--- src/design/assert_macros.svh ---
// Assertion macros shared by the RTL; empty bodies when synthesizing.
`ifndef ASSERT_MACROS_SVH
`define ASSERT_MACROS_SVH
`ifndef SYNTHESIS
// Check that a condition implies another in the same cycle
`define PFL_ASSERT_IMPLY(label, clk, rst, ante, cons) \
   label: assert property (@(posedge clk) disable iff (rst) (ante) |-> (cons)) \
      else $error("%m: implication check failed");
// Check that a condition implies another in the next cycle
`define PFL_ASSERT_NEXT(label, clk, rst, ante, cons) \
   label: assert property (@(posedge clk) disable iff (rst) (ante) |=> (cons)) \
      else $error("%m: next-cycle check failed");
`else
`define PFL_ASSERT_IMPLY(label, clk, rst, ante, cons)
`define PFL_ASSERT_NEXT(label, clk, rst, ante, cons)
`endif
`endif

--- src/design/pfl_pkg.sv ---
`timescale 1ns / 1ps
`default_nettype none
package pfl_pkg;

   localparam int TABLE_ENTRIES = 16;
   localparam int IDX_W = (TABLE_ENTRIES > 1) ? $clog2(TABLE_ENTRIES) : 1;
   localparam logic [IDX_W-1:0] LAST_IDX = IDX_W'(TABLE_ENTRIES - 1);

   localparam logic [31:0] MS_PER_SEC = 32'd1000;
   localparam logic [15:0] HIT_MAX = 16'hFFFF;

   // Register map
   localparam int CSR_IDX_W = 8;
   localparam logic [CSR_IDX_W-1:0] REG_BLOCK_SECONDS  = 8'd0;
   localparam logic [CSR_IDX_W-1:0] REG_WINDOW_SECONDS = 8'd1;
   localparam logic [CSR_IDX_W-1:0] REG_HIT_LIMIT      = 8'd2;
   localparam logic [CSR_IDX_W-1:0] REG_IDLE_SECONDS   = 8'd3;

   // Actions
   localparam logic ACT_NOTE  = 1'b0;
   localparam logic ACT_CHECK = 1'b1;

   typedef struct packed {
      logic [15:0] block_seconds;
      logic [15:0] window_seconds;
      logic [15:0] hit_limit;
      logic [15:0] idle_seconds;
   } cfg_type;

   // Per-source record held in the record memory
   typedef struct packed {
      logic [15:0] hit_count;
      logic [31:0] first_time;
      logic [31:0] last_time;
      logic        blocked;
      logic [31:0] block_time;
   } rec_type;

   localparam int REC_W = $bits(rec_type);

   // Result of an address scan
   typedef struct packed {
      logic             done;
      logic             hit;
      logic [IDX_W-1:0] idx;
   } match_type;

   typedef struct packed {
      logic allowed;
      logic newly_blocked;
      logic released;
      logic table_full;
   } rsp_type;

   // Table update and result for one item
   typedef struct packed {
      logic             rec_we;
      logic             addr_we;
      logic             valid_set;
      logic             valid_clr;
      logic [IDX_W-1:0] wr_idx;
      rec_type          rec_wdata;
      rsp_type          rsp;
   } dec_type;

endpackage
`default_nettype wire

--- src/design/per_source_flood_limiter_top.sv ---
`timescale 1ns / 1ps
`default_nettype none
// One item at a time: a new request is taken only in idle, after the address scan, which reads
// the address memory one entry a cycle, and the update; the next request is taken while a response waits.
// Reset: valid bits cleared, registers back to 60/10/20/60, no memory clearing pass.
module per_source_flood_limiter_top import pfl_pkg::*; (
   input  wire logic                 clock,
   input  wire logic                 reset,
   input  wire logic                 req_valid,
   output logic                      req_ready,
   input  wire logic                 req_action,
   input  wire logic [31:0]          req_source_address,
   input  wire logic [31:0]          req_now_ms,
   output logic                      rsp_valid,
   input  wire logic                 rsp_ready,
   output logic                      rsp_allowed,
   output logic                      rsp_newly_blocked,
   output logic                      rsp_released,
   output logic                      rsp_table_full,
   input  wire logic                 csr_we,
   input  wire logic [CSR_IDX_W-1:0] csr_index,
   input  wire logic [15:0]          csr_wdata
);

`include "assert_macros.svh"

   typedef enum logic [2:0] {
      ST_IDLE = 3'b001,
      ST_SCAN = 3'b010,
      ST_EXEC = 3'b100
   } state_type;

   state_type                state_ff, state_in;
   cfg_type                  cfg_ff, cfg_in;
   logic [TABLE_ENTRIES-1:0] entry_valid_ff, entry_valid_in;
   logic                     act_ff;
   logic [31:0]              addr_ff;
   logic [31:0]              now_ff;
   logic                     hit_ff;
   logic [IDX_W-1:0]         idx_ff;
   logic                     rsp_valid_ff, rsp_valid_in;
   rsp_type                  rsp_ff;
   logic                     accept;
   logic                     out_free;
   logic                     commit;
   match_type                match_res;
   logic [REC_W-1:0]         rec_rdata;
   rec_type                  rec_rd;
   dec_type                  dec;

   assign req_ready = (state_ff == ST_IDLE);
   assign accept    = req_valid && req_ready;
   assign out_free  = !rsp_valid_ff || rsp_ready;
   assign commit    = (state_ff == ST_EXEC) && out_free;

   // Configuration writes
   always_comb begin
      cfg_in = cfg_ff;
      if (csr_we) begin
         case (csr_index)
            REG_BLOCK_SECONDS:  cfg_in.block_seconds  = csr_wdata;
            REG_WINDOW_SECONDS: cfg_in.window_seconds = csr_wdata;
            REG_HIT_LIMIT:      cfg_in.hit_limit      = csr_wdata;
            REG_IDLE_SECONDS:   cfg_in.idle_seconds   = csr_wdata;
            default:            cfg_in = cfg_ff;
         endcase
      end
   end

   always_ff @(posedge clock) begin
      if (reset) begin
         cfg_ff.block_seconds  <= 16'd60;
         cfg_ff.window_seconds <= 16'd10;
         cfg_ff.hit_limit      <= 16'd20;
         cfg_ff.idle_seconds   <= 16'd60;
      end else begin
         cfg_ff <= cfg_in;
      end
   end

   // Scan the address memory for the source
   pfl_match u_match (
      .clock       (clock),
      .reset       (reset),
      .start       (accept),
      .key         (addr_ff),
      .entry_valid (entry_valid_ff),
      .addr_we     (commit && dec.addr_we),
      .addr_widx   (dec.wr_idx),
      .addr_wdata  (addr_ff),
      .result      (match_res)
   );

   // Record memory, read once on a hit
   pfl_ram #(.WIDTH(REC_W), .DEPTH(TABLE_ENTRIES)) u_rec_ram (
      .clock (clock),
      .we    (commit && dec.rec_we),
      .waddr (dec.wr_idx),
      .wdata (dec.rec_wdata),
      .re    ((state_ff == ST_SCAN) && match_res.done && match_res.hit),
      .raddr (match_res.idx),
      .rdata (rec_rdata)
   );

   assign rec_rd = rec_type'(rec_rdata);

   pfl_decide u_decide (
      .clock       (clock),
      .cfg         (cfg_ff),
      .action      (act_ff),
      .now_ms      (now_ff),
      .hit         (hit_ff),
      .hit_idx     (idx_ff),
      .rec         (rec_rd),
      .entry_valid (entry_valid_ff),
      .dec         (dec)
   );

   // Sequence one item: scan, then update and respond
   always_comb begin
      state_in = state_ff;
      case (state_ff)
         ST_IDLE: if (accept) state_in = ST_SCAN;
         ST_SCAN: if (match_res.done) state_in = ST_EXEC;
         ST_EXEC: if (out_free) state_in = ST_IDLE;
         default: state_in = ST_IDLE;
      endcase
   end

   // Set or drop valid bits on commit
   always_comb begin
      entry_valid_in = entry_valid_ff;
      if (commit && dec.valid_set) begin
         entry_valid_in[dec.wr_idx] = 1'b1;
      end
      if (commit && dec.valid_clr) begin
         entry_valid_in[dec.wr_idx] = 1'b0;
      end
   end

   assign rsp_valid_in = commit ? 1'b1 : (rsp_valid_ff && !rsp_ready);

   always_ff @(posedge clock) begin
      if (reset) begin
         state_ff       <= ST_IDLE;
         entry_valid_ff <= '0;
         rsp_valid_ff   <= 1'b0;
      end else begin
         state_ff       <= state_in;
         entry_valid_ff <= entry_valid_in;
         rsp_valid_ff   <= rsp_valid_in;
      end
   end

   // Hold the item and scan outcome
   always_ff @(posedge clock) begin
      if (accept) begin
         act_ff  <= req_action;
         addr_ff <= req_source_address;
         now_ff  <= req_now_ms;
      end
      if ((state_ff == ST_SCAN) && match_res.done) begin
         hit_ff <= match_res.hit;
         idx_ff <= match_res.idx;
      end
      if (commit) begin
         rsp_ff <= dec.rsp;
      end
   end

   assign rsp_valid         = rsp_valid_ff;
   assign rsp_allowed       = rsp_ff.allowed;
   assign rsp_newly_blocked = rsp_ff.newly_blocked;
   assign rsp_released      = rsp_ff.released;
   assign rsp_table_full    = rsp_ff.table_full;

   `PFL_ASSERT_NEXT(a_accept_starts_scan, clock, reset, accept, state_ff == ST_SCAN)
   `PFL_ASSERT_IMPLY(a_hit_is_valid, clock, reset, match_res.done && match_res.hit, entry_valid_ff[match_res.idx])
   `PFL_ASSERT_IMPLY(a_block_release_excl, clock, reset, rsp_valid_ff, !(rsp_ff.newly_blocked && rsp_ff.released))
   `PFL_ASSERT_IMPLY(a_full_only_on_note, clock, reset, commit && dec.rsp.table_full, act_ff == ACT_NOTE && !hit_ff)

endmodule
`default_nettype wire

--- src/design/pfl_ram.sv ---
`timescale 1ns / 1ps
`default_nettype none
module pfl_ram #(
   parameter int WIDTH = 32,
   parameter int DEPTH = 16,
   localparam int AW = (DEPTH > 1) ? $clog2(DEPTH) : 1
) (
   input  wire logic             clock,
   input  wire logic             we,
   input  wire logic [AW-1:0]    waddr,
   input  wire logic [WIDTH-1:0] wdata,
   input  wire logic             re,
   input  wire logic [AW-1:0]    raddr,
   output logic      [WIDTH-1:0] rdata
);

   logic [WIDTH-1:0] mem [DEPTH];
   logic [WIDTH-1:0] rdata_ff;

   // Write port
   always_ff @(posedge clock) begin
      if (we) begin
         mem[waddr] <= wdata;
      end
   end

   // Registered read, hold while not enabled
   always_ff @(posedge clock) begin
      if (re) begin
         rdata_ff <= mem[raddr];
      end
   end

   assign rdata = rdata_ff;

endmodule
`default_nettype wire

--- src/design/pfl_match.sv ---
`timescale 1ns / 1ps
`default_nettype none
module pfl_match import pfl_pkg::*; (
   input  wire logic                     clock,
   input  wire logic                     reset,
   input  wire logic                     start,
   input  wire logic [31:0]              key,
   input  wire logic [TABLE_ENTRIES-1:0] entry_valid,
   input  wire logic                     addr_we,
   input  wire logic [IDX_W-1:0]         addr_widx,
   input  wire logic [31:0]              addr_wdata,
   output match_type                     result
);

   logic             issue_ff, issue_in;
   logic [IDX_W-1:0] rd_idx_ff, rd_idx_in;
   logic             cmp_vld_ff, cmp_vld_in;
   logic [IDX_W-1:0] cmp_idx_ff, cmp_idx_in;
   logic [31:0]      addr_rdata;
   logic             hit_now;
   logic             done;

   pfl_ram #(.WIDTH(32), .DEPTH(TABLE_ENTRIES)) u_addr_ram (
      .clock (clock),
      .we    (addr_we),
      .waddr (addr_widx),
      .wdata (addr_wdata),
      .re    (issue_ff),
      .raddr (rd_idx_ff),
      .rdata (addr_rdata)
   );

   // Compare the entry read last cycle
   assign hit_now = cmp_vld_ff && entry_valid[cmp_idx_ff] && (addr_rdata == key);
   assign done    = cmp_vld_ff && (hit_now || (cmp_idx_ff == LAST_IDX));

   // Advance the scan one entry a cycle, stop on a hit or after the last entry
   always_comb begin
      issue_in   = issue_ff;
      rd_idx_in  = rd_idx_ff;
      cmp_vld_in = 1'b0;
      cmp_idx_in = cmp_idx_ff;
      if (start) begin
         issue_in  = 1'b1;
         rd_idx_in = '0;
      end else if (done) begin
         issue_in = 1'b0;
      end else if (issue_ff) begin
         cmp_vld_in = 1'b1;
         cmp_idx_in = rd_idx_ff;
         rd_idx_in  = rd_idx_ff + IDX_W'(1);
         if (rd_idx_ff == LAST_IDX) begin
            issue_in = 1'b0;
         end
      end
   end

   always_ff @(posedge clock) begin
      if (reset) begin
         issue_ff   <= 1'b0;
         cmp_vld_ff <= 1'b0;
      end else begin
         issue_ff   <= issue_in;
         cmp_vld_ff <= cmp_vld_in;
      end
   end

   always_ff @(posedge clock) begin
      rd_idx_ff  <= rd_idx_in;
      cmp_idx_ff <= cmp_idx_in;
   end

   assign result.done = done;
   assign result.hit  = hit_now;
   assign result.idx  = cmp_idx_ff;

endmodule
`default_nettype wire

--- src/design/pfl_decide.sv ---
`timescale 1ns / 1ps
`default_nettype none
module pfl_decide import pfl_pkg::*; (
   input  wire logic                     clock,
   input  wire cfg_type                  cfg,
   input  wire logic                     action,
   input  wire logic [31:0]              now_ms,
   input  wire logic                     hit,
   input  wire logic [IDX_W-1:0]         hit_idx,
   input  wire rec_type                  rec,
   input  wire logic [TABLE_ENTRIES-1:0] entry_valid,
   output dec_type                       dec
);

   logic [31:0]      rel_thr_ff, rel_thr_in;
   logic [31:0]      win_thr_ff, win_thr_in;
   logic [31:0]      idle_thr_ff, idle_thr_in;
   logic [31:0]      el_block, el_first, el_last;
   logic             free_any;
   logic [IDX_W-1:0] free_idx;
   rec_type          rec_upd;

   // Turn second limits into millisecond thresholds:
   // whole seconds > B  <=>  ms >= (B + 1) * 1000, whole seconds < W <=> ms < W * 1000
   assign rel_thr_in  = (32'(cfg.block_seconds) + 32'd1) * MS_PER_SEC;
   assign win_thr_in  = 32'(cfg.window_seconds) * MS_PER_SEC;
   assign idle_thr_in = (32'(cfg.idle_seconds) + 32'd1) * MS_PER_SEC;

   always_ff @(posedge clock) begin
      rel_thr_ff  <= rel_thr_in;
      win_thr_ff  <= win_thr_in;
      idle_thr_ff <= idle_thr_in;
   end

   // Elapsed milliseconds, modulo 2^32
   assign el_block = now_ms - rec.block_time;
   assign el_first = now_ms - rec.first_time;
   assign el_last  = now_ms - rec.last_time;

   // Find the lowest free slot
   always_comb begin
      free_any = 1'b0;
      free_idx = '0;
      for (int i = TABLE_ENTRIES - 1; i >= 0; i--) begin
         if (!entry_valid[i]) begin
            free_any = 1'b1;
            free_idx = IDX_W'(i);
         end
      end
   end

   always_comb begin
      rec_upd           = rec;
      dec               = '0;
      dec.wr_idx        = hit_idx;
      dec.rsp.allowed   = 1'b1;
      dec.rec_wdata     = rec;
      if (action == ACT_NOTE) begin
         if (hit) begin
            // Bump count (saturating) and last time
            if (rec.hit_count != HIT_MAX) begin
               rec_upd.hit_count = rec.hit_count + 16'd1;
            end
            rec_upd.last_time = now_ms;
            dec.rec_we        = 1'b1;
            dec.rec_wdata     = rec_upd;
         end else if (free_any) begin
            // Insert a new source; last time starts at zero
            dec.wr_idx               = free_idx;
            dec.rec_we               = 1'b1;
            dec.addr_we              = 1'b1;
            dec.valid_set            = 1'b1;
            dec.rec_wdata.hit_count  = 16'd1;
            dec.rec_wdata.first_time = now_ms;
            dec.rec_wdata.last_time  = '0;
            dec.rec_wdata.blocked    = 1'b0;
            dec.rec_wdata.block_time = '0;
         end else begin
            dec.rsp.table_full = 1'b1;
         end
      end else if (hit) begin
         if (rec.blocked) begin
            if (el_block >= rel_thr_ff) begin
               dec.valid_clr    = 1'b1;
               dec.rsp.released = 1'b1;
            end else begin
               dec.rsp.allowed = 1'b0;
            end
         end else if (el_first < win_thr_ff) begin
            if (rec.hit_count >= cfg.hit_limit) begin
               rec_upd.blocked       = 1'b1;
               rec_upd.block_time    = now_ms;
               dec.rec_we            = 1'b1;
               dec.rec_wdata         = rec_upd;
               dec.rsp.allowed       = 1'b0;
               dec.rsp.newly_blocked = 1'b1;
            end
         end else if (el_last >= idle_thr_ff) begin
            dec.valid_clr = 1'b1;
         end
      end
   end

endmodule
`default_nettype wire
--- config.mk ---
export PLATFORM = sky130hd
export DESIGN_NAME = per_source_flood_limiter_top
export DESIGN_NICKNAME = d
export VERILOG_FILES = /design/src/design/pfl_pkg.sv /design/src/design/per_source_flood_limiter_top.sv /design/src/design/pfl_ram.sv /design/src/design/pfl_match.sv /design/src/design/pfl_decide.sv
export VERILOG_INCLUDE_DIRS = /design/src /design/src/design
export SDC_FILE = /design/constraint.sdc
export NUM_CORES = 2
export LEC_CHECK = 0
export BUFFER_PORTS_ARGS = -buffer_cell sky130_fd_sc_hd__buf_2
export CORE_MARGIN = 3
export CORE_UTILIZATION = 63
export DETAILED_ROUTE_END_ITERATION = 8
export PLACE_DENSITY = 0.79
export SLEW_MARGIN = 40
export SYNTH_ARGS = -nofsm -noshare
export SYNTH_HDL_FRONTEND = slang
export SYNTH_SLANG_ARGS = --single-unit
--- constraint.sdc ---
create_clock -name clock -period 17.2 [get_ports clock]
set_clock_uncertainty 0.15 [all_clocks]
set_input_delay 0.86 -clock clock [delete_from_list [all_inputs] [get_ports clock]]
set_output_delay 0.86 -clock clock [all_outputs]
set_load 0.02 [all_outputs]
==> flow_metrics.env <==
export IMPL_status="finished, final reports clean"
export IMPL_syn_area_mm2=0.116
export IMPL_gr_total_overflow=0
export IMPL_yosys_register_bits=2708
export IMPL_crit_top_cell="a21oi_1"
export IMPL_clock_latency_ns=0.95
export IMPL_vias_per_cell=6.80
export IMPL_final_cell_mix="2,543 x edfxtp_1, 730 x mux4_2, 503 x inv_1, 351 x ha_1, 290 x clkbuf_16"
export IMPL_syn_nets=6912
export IMPL_vias=63800
export IMPL_post_route_period_util=0.489
export IMPL_cp_top_family="compound AO/OA/AOI/OAI gates"
export IMPL_post_cts_buffers=0
export IMPL_drc=0
export IMPL_start_util=0.635
export IMPL_synth_async_reset_ratio=0
export IMPL_cts_root_buf="clkbuf_16"
export IMPL_crit_cells=27
export IMPL_path_buf_inv=3
export IMPL_slowest_delay_ns=0.71
export IMPL_placedCellCount=8837
export IMPL_port_buffers=99
export IMPL_rr_startpoint="now_ff[5]"
export IMPL_finalHoldViolCount=0
export IMPL_htreeDepth=5
export IMPL_grt_use_total=0.329
export IMPL_peakVddDrop_uv=106
export IMPL_dieHeight_um=436
export IMPL_coreArea_mm2=0.183
export IMPL_fin_ws_ns=8.79
export IMPL_crit_required_ns=17.57
export IMPL_tritoncts="built"
export IMPL_drive_above_1_share=0.222
export IMPL_max_freq_ghz=0.119
export IMPL_hold_path_depth=1
export IMPL_worst_endpoint_arrival_ns=8.78
export IMPL_rows=157
export IMPL_clock_sinks=2708
export IMPL_slew_viol_final=0
export IMPL_synth_largest_area_cell="edfxtp_1"
export IMPL_drv_cap=0
export IMPL_fin_cells=9383
export IMPL_setup_violations=0
export IMPL_hp_start="req_now_ms[19]"
export IMPL_placed_area_mm2=0.122
export IMPL_synth_main_ff_cell="edfxtp_1"
export IMPL_grt_max_degree=101
export IMPL_dieArea_mm2=0.190
export IMPL_crit_type="reg2reg"
export IMPL_clk_pin_slew_worst_paths_ns=0.06
export IMPL_holdCritPathClass="in2reg"
export IMPL_drt_wl_total_mm=307
export IMPL_period_needed_ns=8.41
export IMPL_ctsResizeCount=0
export IMPL_cellLeakagePower_nw=45.3
export IMPL_synth_area_per_cell_um2=18.5
export IMPL_cts_buffers=284
export IMPL_reg2reg_slack_ns=8.79
export IMPL_holdWs_ns=0.0465
export IMPL_place_ws_ns=9.03
export IMPL_slew_headroom=0.361
export IMPL_dp_hpwl_mm=169
export IMPL_tightest_slew_ns=0.952
export IMPL_ios=100
export IMPL_crit_fanout=33
export IMPL_p_per_area_mw_per_mm2=109
export IMPL_yosysWarnings=0
export IMPL_ys_seq_area_frac=0.684
export IMPL_gp_congestion=0.916
export IMPL_fin_area_mm2=0.131
export IMPL_rsz0062_at_grt="false"
export IMPL_fill_cells=10500
export IMPL_startpoint_type="register"
export IMPL_post_drt_wl_per_cell_um=32.7
export IMPL_grt_pass1_vias=65600
export IMPL_cts_buffer_depth=4
export IMPL_r2r_cells=27
export IMPL_die_width_um=436
export IMPL_ys_types=81
export IMPL_antenna_found_initial=17
export IMPL_netlist_instances=6297
export IMPL_synth_area_leaders="edfxtp_1 66%, mux4_2 14%, ha_1 3.8%"
export IMPL_yosys_area_top_type_share=0.656
export IMPL_finalSetupTns_ns=0
export IMPL_area_growth_synth_to_final_pct=12.5
export IMPL_cpMaxStageDelayCell="buf_4"
export IMPL_antenna_left=0
export IMPL_layout_cells_most_common="edfxtp_1"
export IMPL_crit_path_end_kind="register"
export IMPL_fin_nets=7331
export IMPL_synth_edf_count=2543
export IMPL_grt_pass1_wl_mm=451
export IMPL_initialDrtViolationCount=8528
export IMPL_dr_pass1_iters=8
export IMPL_crit_path_start="now_ff[5]"
flip-flops by register name, indices dropped and copies added, names as in the netlist, 3 cells and up:
register / count
u_decide.idle_thr_ff: 26
u_match.cmp_idx_ff: 4
now_ff: 32
u_match.u_addr_ram.rdata: 32
cfg_ff: 64
addr_ff: 32
u_match.rd_idx_ff: 4
idx_ff: 4
u_rec_ram.mem: 1808
u_match.u_addr_ram.mem: 512
entry_valid_ff: 16
u_decide.win_thr_ff: 23
u_decide.rel_thr_ff: 26
state_ff: 3
u_rec_ram.rdata: 113
power by group:
group	internal (mW)	switching [mW]
sequential	7.24	0.0689
clock	3.43	2.49
combinational	0.519	0.577
total	11.2	3.13
layout make-up:
class                      instances  area (µm²)  area share
sequential                      2708       79700       0.608
timing repair buffer             358        3020      0.0230
clock buffer                     357        7570      0.0577
clock inverter                   126        1180     0.00902
tap                             2464        3080      0.0235
antenna                            6        15.0    0.000115
inverter                         504        1890      0.0144
multi-input combinational       2860       34600       0.264
final timing paths:
check | end
max | u_rec_ram.mem[15][42]
min reg2reg | u_match.cmp_idx_ff[3]
max reg2reg | u_rec_ram.mem[15][42]
min | now_ff[19]
routing by layer:
layer  up-vias  track usage  wire (µm)
met5         -            0         90
met4        14        0.140      14100
met3       819       0.0751      33400
met2      4263        0.514     147000
met1     33000        0.454     112000
li1      25700            -          -
worst reg2reg max path, cell delays in order, from the launching register on:
cell and delay [ns]:
edfxtp_1 0.51, ha_1 0.38, and2_1 0.18, a22o_1 0.21, a31o_2 0.28, a211oi_1 0.56
o21ai_0 0.33, a21oi_1 0.31, o21ai_0 0.17, a21oi_1 0.26, o21bai_1 0.13, a21oi_1 0.19
xnor2_1 0.10, ha_1 0.19, a21o_1 0.17, a21o_1 0.17, a21oi_1 0.13, o21ai_0 0.09
a211oi_1 0.25, nand2_1 0.13, a2111oi_4 0.37, o211ai_2 0.26, nor4_4 0.32, nor2_2 0.05
buf_4 0.26, nor3_4 0.48, buf_4 0.61, buf_4 0.76
cell families after synthesis:
group | Yosys count | synth area share
buffers and inverters | 729 | 0.0238
xor gates and xnor gates | 197 | 0.0148
AOI/OAI and AO/OA | 660 | 0.0366
muxes | 783 | 0.146
and+or+nand+nor | 699 | 0.0281
adders and majority gates | 521 | 0.0669
DFF | 2708 | 0.684
repair_timing:
item | 4_1_cts | 5_1_grt
hold endpoints to repair | 52 | 0
hold buffers | 52 | 0
setup endpoints to repair | 0 | 0
cells in the mapped netlist, drive strengths merged (7+ instances only):
library cell,n
or2,8
a31oi,35
o211ai,20
a211oi,26
edfxtp,2543
nand2b,17
nor2b,20
o21a,28
a2111oi,7
xor2,45
buf,59
nand2,241
o31ai,42
nand4,44
a211o,8
o21bai,26
mux4,730
mux2i,53
a21o,66
or3,12
xnor2,152
and3,23
a41oi,7
dfxtp,165
nor4,8
clkbuf,166
a21oi,173
fa,170
ha,351
nand3,55
o21ai,159
nor2,192
o41ai,7
and2,7
nor3,49
a31o,7
inv,504
metrics by stage:
stage               total power [mW]   util
detailed placement              8.50  0.663
floorplan                       8.17      -
global route                    14.7  0.714
finish                          14.3  0.714
CTS                             14.4  0.713
global placement                8.46  0.660
No activity file was read; power rests on OpenSTA's default activity.
